**src/hdl/bis_pkg.sv**
```systemverilog
// ----------------------------------------------------------------------------
// bis_pkg: shared types for the batch integer sorter
// Holds the data word, the link between neighbouring cells and the control
// word that the top level drives to every cell of the chain.
// ----------------------------------------------------------------------------
package bis_pkg;

  localparam int WORD_W = 32;

  typedef logic signed [WORD_W-1:0] word_t;

  // What one cell shows to its neighbours
  typedef struct packed {
    word_t val;   // held value
    logic  vld;   // cell holds a value of the current batch
    logic  take;  // cell takes part in the current insertion
  } cell_link_t;

  // Broadcast control for the whole chain
  typedef struct packed {
    logic  ins;   // insert x this cycle
    logic  shl;   // shift the chain one place towards cell 0
    word_t x;     // value being inserted
  } cell_ctrl_t;

endpackage

```
**src/hdl/bis_cell.sv**
```systemverilog
// ----------------------------------------------------------------------------
// bis_cell: one cell of the systolic insertion chain
// Holds one value. On insert it keeps its value, takes the broadcast value or
// takes its left neighbour's value; on shift it takes its right neighbour's.
// ----------------------------------------------------------------------------
module bis_cell import bis_pkg::*; (
  input  logic       clk,
  input  logic       rst,
  input  cell_ctrl_t ctrl,
  input  cell_link_t left,
  input  cell_link_t right,
  output cell_link_t link
);

  word_t val;
  logic  vld;
  logic  take;

  // Empty cells and cells holding a strictly larger value make room
  assign take = !vld || ($signed(val) > $signed(ctrl.x));

  assign link.val  = val;
  assign link.vld  = vld;
  assign link.take = take;

  // Advance the valid bit
  always_ff @(posedge clk) begin
    if (rst) begin
      vld <= 1'b0;
    end else if (ctrl.ins && take) begin
      vld <= left.take ? left.vld : 1'b1;
    end else if (ctrl.shl) begin
      vld <= right.vld;
    end
  end

  // Advance the held value
  always_ff @(posedge clk) begin
    if (ctrl.ins && take) begin
      val <= left.take ? left.val : ctrl.x;
    end else if (ctrl.shl) begin
      val <= right.val;
    end
  end

endmodule

```
**config.mk**
```make
export PLATFORM = sky130hd
export DESIGN_NAME = bis_cell
export DESIGN_NICKNAME = d
export VERILOG_FILES = /design/src/hdl/bis_pkg.sv /design/src/hdl/bis_cell.sv
export SDC_FILE = /design/constraint.sdc
export NUM_CORES = 1
export LEC_CHECK = 0
export BUFFER_PORTS_ARGS = -buffer_cell sky130_fd_sc_hd__buf_4
export CELL_PAD_IN_SITES_DETAIL_PLACEMENT = 1
export CELL_PAD_IN_SITES_GLOBAL_PLACEMENT = 2
export CORE_UTILIZATION = 32
export CTS_CLUSTER_DIAMETER = 120
export CTS_CLUSTER_SIZE = 24
export DETAILED_ROUTE_END_ITERATION = 10
export GPL_TIMING_DRIVEN = 0
export PLACE_DENSITY = 0.84
export SLEW_MARGIN = 0
export SYNTH_ARGS = -nofsm -noshare
export SYNTH_HDL_FRONTEND = slang
export SYNTH_SLANG_ARGS = --single-unit
export TNS_END_PERCENT = 30
```
**constraint.sdc**
```tcl
create_clock -name clk -period 9.4 [get_ports clk]
set_input_delay 1.88 -clock clk [delete_from_list [all_inputs] [get_ports clk]]
set_output_delay 1.88 -clock clk [all_outputs]
set_load 0.05 [all_outputs]
```
==> results of run 1 <==
worst min-delay path by stage:
stage / start / end / slack, ns / depth (start not counted)
2_1_floorplan: vld / vld / 0.66 / 3
3_3_place_gp: vld / vld / 0.72 / 4
3_5_place_dp: vld / vld / 0.75 / 3
4_1_cts: vld / vld / 0.76 / 3
5_1_grt: vld / vld / 0.81 / 3
6_report: vld / vld / 0.76 / 3
worst register-to-register path, stage by stage, from the launching register on:
cell	delay, ns
edfxtp_1	0.43
ha_1	0.32
a21o_1	0.20
a2111o_1	0.48
a2111oi_2	0.38
nand3_1	0.14
nor2_2	0.18
buf_6	0.18
buf_12	0.16
o21ai_2	0.08
a21o_2	0.52
power groups by stage:
stage	clock (mW)	combinational [mW]	sequential, mW
floorplan	0	0.261	0.338
global placement	0	0.538	0.232
detailed placement	0	0.551	0.232
CTS	0.166	0.553	0.230
global route	0.169	0.593	0.233
finish	0.167	0.549	0.229
cell families after synthesis:
logic type,after synthesis,synth area share [%]
AOI/OAI and AO/OA,128,29.46
DFF,33,26.36
buffers and inverters,71,10.36
muxes,32,8.608
adders and majority gates,32,10.76
and+or+nand+nor,97,14.46
per-layer routing:
metal	up-vias	share of wire [%]	global-route usage [%]
met5	-	0	0
met4	0	0.96	5.619
met3	14	6.0	3.734
met2	130	49	40.67
met1	1888	44	28.48
li1	1832	-	-
cell usage in the layout, fill, tap and decap left out, types with 2 or more instances in the layout:
master     count
nand4_1        8
inv_1         35
o21ai_0        3
buf_2          4
clkbuf_16      5
buf_6          4
nand2_1       40
a21o_1         2
buf_4        139
clkbuf_1      19
o2bb2ai_1     32
o211ai_2      30
edfxtp_1      32
nor2b_1        2
o211ai_1       3
a21oi_1       12
and2_2         2
ha_1          32
or4_1         32
mux2i_1       32
nor2_1         6
a31oi_1       34
buf_12         4
layout make-up:
| cell class | instances | area [um^2] |
|---|---|---|
| flip-flops and latches | 33 | 980.9 |
| fillers | 1338 | 6322 |
| clock inverters | 1 | 3.754 |
| inverters | 35 | 131.4 |
| plain buffers | 36 | 254.0 |
| repair buffers | 135 | 1013 |
| clock buffers | 6 | 128.9 |
| well taps | 143 | 178.9 |
| multi-input cells | 289 | 2356 |
state kept, by name, summed over array words and instances (netlist names):
register  count
val          32
vld           1
stage by stage:
stage	hold WS, ns	util, %	total power, mW	std cells
after floorplan	0.6649	-	0.5996	393
after global placement	0.7173	43.22	0.7702	671
after detailed placement	0.7533	43.23	0.7829	671
after CTS	0.7641	44.39	0.9491	678
after global routing	0.8106	44.39	0.9946	678
final	0.7574	44.39	0.9447	678
==> results.py, run 1 <==
metrics = {
    "logic_synthesis": {
        "yosysMostFrequentCell": "nand2_1",
        "ys_ff_latch": 33,
        "synth.largest_area_cell": "edfxtp_1",
        "syn-cell-area_um2": 3721,
        "synth_nets": 529,
        "yosysSeqAreaShare_pct": 26.36,
        "synthArstFlopShare_pct": 0,
        "synth.distinct_cells": 43,
        "synth_commonest_cells": "nand2_1, inv_1, a31oi_1",
        "synth_edf_count": 32,
        "synth.area.top_cells": "edfxtp_1, ha_1, o211ai_2, mux2i_1, o2bb2ai_1",
        "syn-instance-count": 393,
        "yosysWarningCount": 0,
        "yosysTopAreaCellShare_pct": 25.82,
        "synth_ff_type": "edfxtp_1",
        "avgSynthCellArea_um2": 9.468,
    },
    "worst_setup_path": {
        "critPathLaunchType": "input pin",
        "setup.worst_path.start": "ctrl[29]",
        "path_depth": 13,
        "cp.required_ns": 7.52,
        "critPathCaptureType": "primary output",
        "rr_worst_depth": 10,
        "critPathCapture": "link[0]",
        "critical_path.cell_chain": "buf_4, inv_1, ha_1, a21o_1, a2111o_1, a2111oi_2, nand3_1, nor2_2, buf_6, buf_12, o21ai_2, buf_4, buf_4",
        "max_stage_delay_ns": 0.48,
        "cp_slowest_cell": "a2111o_1",
        "reg2reg_to": "val[20]",
        "crit_buf_inv": 6,
        "path_class": "input pin to primary output",
        "reg2reg_slack_ns": 5.93,
        "critPathMaxFanout": 10,
        "r2r_start": "val[29]",
        "critical_path.most_common_cell": "buf_4",
        "arrival_ns": 4.42,
        "critPathTopFamily": "compound AO/OA/AOI/OAI gates",
    },
    "power": {
        "pwr_density_cell_nw_per_um2": 187.2,
        "leakagePower_nw": 2.246,
        "pwr-share-seq_pct": 24.3,
        "clkPwrFrac_pct": 17.6,
        "peakVddDrop_uv": 75.36,
        "switchingPower_mw": 0.4386,
        "combPwrFrac_pct": 58.1,
        "swShare_pct": 46.43,
        "internal-power_mw": 0.5061,
    },
    "grt": {
        "grt_use_total_pct": 22.85,
        "grt_overflow": 0,
        "grt_pass1_wl_um": 20820,
        "antenna_found_initial": 0,
        "grt_start_max_net_pins": 33,
        "grt_pass1_vias": 4053,
    },
    "placement": {
        "port_buffers": 135,
        "place_ws_ns": 3.127,
        "place_area_um2": 4915,
        "gp_congestion": 0.7727,
        "hpwl_um": 10280,
    },
    "clock_tree": {
        "cts_buffers": 5,
        "cts.sinks": 33,
        "cts_tree": "done",
        "cts_resized": 0,
        "cts_buffer_depth": 2,
        "postCtsHoldBufs": 0,
        "cts_root_buf": "clkbuf_16",
        "ctsHtreeMaxLevel": 2,
        "clkTransAtPathRegs_ns": 0.06,
        "cts_setup_buffers": 0,
        "clock_latency_ns": 0.29,
    },
    "sta": {
        "tns_ns": 0,
        "fin_crit_sh_pct": 66.99,
        "finalHoldViolations": 0,
        "setup_viol": 0,
        "clock.fmax_mhz": 158.8,
        "drv_slew": 0,
        "tightest_slew_ns": 0.9039,
        "period_needed_ns": 6.297,
        "relSlewSlack_pct": 39.74,
        "rsz0062_at_grt": "no",
        "fin_ws_ns": 3.103,
        "skew_ns": 0.007563,
    },
    "status": {
        "status": "completed",
    },
    "detailed_routing": {
        "antenna_left": 0,
        "totalWireLength_um": 13400,
        "vias": 3864,
        "route.detailed.drc": 0,
        "wl_per_cell_um": 19.76,
        "drt-initial-drc-count": 141,
        "firstDrtPassIters": 4,
        "viasPerCell": 5.699,
    },
    "floorplan": {
        "pin_count": 138,
        "die_width_um": 109.8,
        "start_util_pct": 32.73,
        "die_h_um": 109.8,
        "die-area_um2": 12060,
        "num_rows": 39,
        "core-area_um2": 11370,
    },
    "flow_run": {
        "drv_cap": 0,
    },
    "cells_and_area": {
        "antenna_cells": 0,
        "layout.nets": 671,
        "layout-drive-gt1-share_pct": 36.82,
        "fin_area_um2": 5047,
        "area_growth_pct": 35.64,
    },
    "hold_path": {
        "hold_class": "register to register",
    },
}
Note: power is estimated with default switching activity, not from simulation.
==> inputs of run 2 (changes only) <==
CORE_UTILIZATION = 30   (was 32)
PLACE_DENSITY = 0.79   (was 0.84)
clock period = 6.45 ns   (was 9.4 ns; I/O delays follow)
==> run 2 against run 1 <==
Against the previous run: combinational power is 46% higher; cell area up 0.72%; flip-flop and latch count did not move; via count grew 0.28%; first-iteration DRC count is the same; critical path depth is the same; sequential power grew 46%; register-to-register slack lost 2.9 ns; non-clock buffer count is the same; clock power grew 48%; largest cell class unchanged; largest power group unchanged.
==> results.py, run 2 (same netlist as run 1, synthesis figures left out) <==
metrics = {
    "status": {
        "status": "completed",
    },
    "detailed_routing": {
        "drt-initial-drc-count": 141,
        "wl_per_cell_um": 19.35,
        "firstDrtPassIters": 4,
        "route.detailed.drc": 0,
        "totalWireLength_um": 13620,
        "viasPerCell": 5.504,
        "vias": 3875,
        "antenna_left": 0,
    },
    "worst_setup_path": {
        "reg2reg_to": "val[9]",
        "cp.required_ns": 5.16,
        "r2r_start": "val[29]",
        "critPathLaunchType": "input pin",
        "path_class": "input pin to primary output",
        "critPathCaptureType": "primary output",
        "critPathMaxFanout": 10,
        "rr_worst_depth": 10,
        "critical_path.cell_chain": "buf_4, inv_1, ha_1, a21o_1, a2111o_1, a2111oi_2, nand3_1, nor2_2, buf_6, buf_12, o21ai_2, buf_4, buf_4",
        "reg2reg_slack_ns": 3.02,
        "cp_slowest_cell": "a2111o_1",
        "critical_path.most_common_cell": "buf_4",
        "max_stage_delay_ns": 0.48,
        "arrival_ns": 3.83,
    },
    "floorplan": {
        "core-area_um2": 12060,
        "num_rows": 40,
        "die-area_um2": 12850,
        "die_h_um": 113.4,
        "pin_count": 138,
        "start_util_pct": 30.85,
        "die_width_um": 113.4,
    },
    "placement": {
        "dp.cells": 696,
        "port_buffers": 135,
        "hpwl_um": 10400,
        "gp_congestion": 0.7724,
    },
    "grt": {
        "grt_pass1_wl_um": 21530,
        "grt_use_total_pct": 21.65,
        "grt_overflow": 0,
        "grt_start_max_net_pins": 33,
        "grt_pass1_vias": 4160,
        "antenna_found_initial": 0,
    },
    "cells_and_area": {
        "antenna_cells": 0,
        "seq_area_um2": 980.9,
        "multiInputGateArea_um2": 2356,
        "fin_cells": 704,
        "layout-drive-gt1-share_pct": 36.94,
        "area_growth_pct": 36.62,
        "final_common_cell": "buf_4",
        "largest_reg_flops": 32,
        "top_regs": "val x32, vld x1",
        "nFillCells": 1412,
        "largest-register": "val",
        "final_cell_mix": "buf_4, nand2_1, inv_1",
        "layout.nets": 671,
    },
    "clock_tree": {
        "cts_tree": "done",
        "cts_buffer_depth": 2,
        "cts_setup_buffers": 0,
        "clock_latency_ns": 0.30,
        "postCtsHoldBufs": 0,
        "clkTransAtPathRegs_ns": 0.06,
        "cts.sinks": 33,
        "ctsHtreeMaxLevel": 2,
        "cts_buffers": 5,
        "cts_root_buf": "clkbuf_16",
        "cts_resized": 0,
    },
    "sta": {
        "clock.fmax_mhz": 195.5,
        "setup_viol": 0,
        "skew_ns": 0.007159,
        "relSlewSlack_pct": 40.37,
        "finalHoldViolations": 0,
        "period_needed_ns": 5.116,
        "tightest_slew_ns": 0.8945,
        "tns_ns": 0,
        "fin_crit_sh_pct": 79.32,
        "drv_slew": 0,
        "rsz0062_at_grt": "no",
    },
    "flow_run": {
        "drv_cap": 0,
    },
    "hold_path": {
        "min_to": "vld",
        "worstHoldStart": "vld",
        "min_path_cells": 4,
        "hold_class": "register to register",
    },
    "power": {
        "peakVddDrop_uv": 86.98,
        "leakagePower_nw": 2.250,
        "pwr_density_cell_nw_per_um2": 272.0,
    },
}
run 2: cell count changes in the layout (fill, tap and decap cells not counted):
cell and change:
clkbuf_1 -1, clkinv_1 +1, clkinv_2 +1
run 2: report_power, final:
group | internal (mW) | switching (mW)
sequential | 0.302 | 0.0327
combinational | 0.295 | 0.506
clock | 0.140 | 0.106
total | 0.737 | 0.645
run 2: worst max path at each step:
stage / end / start / depth (start not counted)
global route: link[0] / ctrl[29] / 13
CTS: link[0] / ctrl[29] / 13
detailed placement: link[0] / ctrl[29] / 13
finish: link[0] / ctrl[29] / 13
floorplan: link[0] / ctrl[29] / 11
global placement: link[0] / ctrl[29] / 13
run 2: layout make-up:
type	instances	area share [%]
multi-input combinational	289	46.35
clock buffer	5	2.461
tap	168	4.135
timing repair buffer	135	19.94
inverter	35	2.584
buffer	36	4.996
clock inverter	3	0.2461
sequential	33	19.30
run 2: through the flow:
step	setup WS [ns]	area, um^2	total power [mW]	hold slack, ns	utilization, %
after floorplan	1.882	3721	0.8738	0.6649	-
after global placement	1.341	4945	1.126	0.7424	41.00
after detailed placement	1.359	4946	1.142	0.7524	41.01
after CTS	1.337	5084	1.389	0.7604	42.15
after global routing	1.165	5084	1.453	0.8190	42.15
final	1.334	5084	1.383	0.7454	42.15
run 2: worst max-delay path: cells and delay by family:
family	cells	cell delay [ns]
buffers and inverters	6	0.78
adder cells (fa/ha/maj)	1	0.30
AO/OA/AOI/OAI	4	1.11
AND/OR/NAND/NOR	2	0.33
run 2: metal layers:
| metal | GRT usage [%] | up-vias | part of all wire (%) |
|---|---|---|---|
| met3 | 3.719 | 22 | 5.2 |
| met1 | 27.40 | 1881 | 45 |
| li1 | - | 1835 | - |
| met4 | 6.754 | 0 | 1.6 |
| met2 | 37.55 | 137 | 48 |
| met5 | 0 | - | 0 |
==> inputs of run 3 (changes only) <==
CORE_UTILIZATION = 27   (was 30)
PLACE_DENSITY = 0.75   (was 0.79)
clock period = 4.2 ns   (was 6.45 ns; I/O delays follow)
==> run 3 against run 2 <==
Against the previous run: largest power group unchanged; core utilization down 3.8 points; sequential share of layout area shrank 0.12 points; count of clock-buffer cells in the layout increased by 3; final cell count up 1.3%; combinational power grew 55%; via count is 0.83% lower; flip-flop and latch count unchanged; worst hold slack better by 0.019 ns.
==> results.py, run 3 (same netlist as run 1, synthesis figures left out) <==
metrics = {
    "worst_setup_path": {
        "arrival_ns": 3.20,
        "path_class": "input pin to primary output",
        "cp.required_ns": 3.36,
        "critPathLaunchType": "input pin",
        "critPathMaxFanout": 17,
        "critPathCaptureType": "primary output",
    },
    "clock_tree": {
        "clkTransAtPathRegs_ns": 0.06,
        "clock_latency_ns": 0.28,
        "cts_buffers": 5,
        "cts.sinks": 33,
        "cts_buffer_depth": 2,
        "cts_root_buf": "clkbuf_16",
        "cts_tree": "done",
        "ctsHtreeMaxLevel": 2,
    },
    "placement": {
        "port_buffers": 135,
        "hpwl_um": 10670,
        "place_area_um2": 4956,
        "dp.cells": 704,
        "gp_congestion": 0.7984,
        "place_ws_ns": -0.04223,
    },
    "hold_path": {
        "hold_class": "register to register",
    },
    "cells_and_area": {
        "top_regs": "val x32, vld x1",
        "layout.nets": 672,
        "fin_cells": 713,
        "largest_reg_flops": 32,
        "nFillCells": 1586,
        "fin_area_um2": 5115,
        "antenna_cells": 0,
        "final_common_cell": "buf_4",
        "largest-register": "val",
        "final_cell_mix": "buf_4, nand2_1, inv_1",
        "layout-drive-gt1-share_pct": 36.87,
        "area_growth_pct": 37.46,
    },
    "detailed_routing": {
        "vias": 3843,
        "route.detailed.drc": 0,
        "totalWireLength_um": 13850,
        "viasPerCell": 5.390,
        "drt-initial-drc-count": 145,
        "wl_per_cell_um": 19.42,
        "firstDrtPassIters": 4,
        "antenna_left": 0,
    },
    "power": {
        "pwr_density_cell_nw_per_um2": 416.4,
        "leakagePower_nw": 2.254,
        "peakVddDrop_uv": 155.3,
    },
    "sta": {
        "tightest_slew_ns": 0.8587,
        "period_needed_ns": 4.045,
        "relSlewSlack_pct": 42.75,
        "setup_viol": 0,
        "skew_ns": 0.004383,
        "finalHoldViolations": 0,
        "fin_ws_ns": 0.1555,
        "rsz0062_at_grt": "no",
        "fin_worst_hold_slack_ns": 0.7647,
        "fin_crit_sh_pct": 96.30,
        "clock.fmax_mhz": 247.2,
        "drv_slew": 0,
    },
    "grt": {
        "antenna_found_initial": 0,
        "grt_start_max_net_pins": 33,
        "grt_overflow": 0,
        "grt_pass1_wl_um": 21800,
        "grt_use_total_pct": 19.80,
        "grt_pass1_vias": 4161,
    },
    "floorplan": {
        "start_util_pct": 27.88,
        "die_h_um": 119.4,
        "core-area_um2": 13350,
        "pin_count": 138,
        "num_rows": 42,
        "die_width_um": 119.4,
        "die-area_um2": 14260,
    },
    "status": {
        "status": "completed",
    },
    "flow_run": {
        "drv_cap": 0,
    },
}
-- run 3: where the power goes --
group | leakage [nW] | switching (mW) | internal [mW] | total [mW]
sequential | 0.332 | 0.0510 | 0.464 | 0.515
combinational | 1.86 | 0.782 | 0.457 | 1.24
clock | 0.0652 | 0.154 | 0.221 | 0.375
-- run 3: worst paths after layout --
kind / from / endpoint / slack [ns] / cells after the start
worst max-delay path: ctrl[29] / link[0] / 0.16 / 12
worst min-delay path: vld / vld / 0.76 / 4
worst max register to register: val[31] / val[22] / 0.79 / 9
worst min register to register: vld / vld / 0.76 / 4
-- run 3: layer usage --
metal / global-route usage [%] / vias up / share of wire, %
li1: - / 1830 / -
met1: 25.31 / 1864 / 45
met2: 34.16 / 132 / 49
met3: 2.682 / 17 / 4.7
met4: 6.484 / 0 / 1.8
met5: 0 / - / 0
-- run 3: repair_timing --
item | in CTS | in global routing
gates resized for setup | 1 | 4
hold buffers | 0 | 0
endpoints found under the setup margin | 1 | 1
pin swaps | 1 | 4
buffers inserted | 0 | 2
cloned | 0 | 0
-- run 3: area by class of cell --
cell class	count	area, um^2	share of cell area, %
flip-flops and latches	33	980.9	19.18
inverters	35	131.4	2.568
plain buffers	35	242.7	4.746
multi-input cells	289	2375	46.43
clock buffers	8	136.4	2.666
repair buffers	137	1028	20.11
well taps	176	220.2	4.305
-- run 3: through the flow --
step / power, mW / util, % / TNS (ns)
floorplan: 1.342 / - / 0
global placement: 1.739 / 37.12 / -6.702
detailed placement: 1.757 / 37.13 / -0.04223
CTS: 2.139 / 38.25 / 0
global route: 2.252 / 38.32 / 0
finish: 2.130 / 38.32 / 0
-- run 3: worst max-delay path: stages --
cell       delay (ns)
buf_4            0.09
inv_1            0.04
ha_1             0.31
a21o_1           0.21
a2111o_1         0.51
a2111oi_4        0.25
nand3_1          0.19
nor2_4           0.16
buf_12           0.17
o21ai_2          0.09
buf_4            0.14
buf_4            0.18
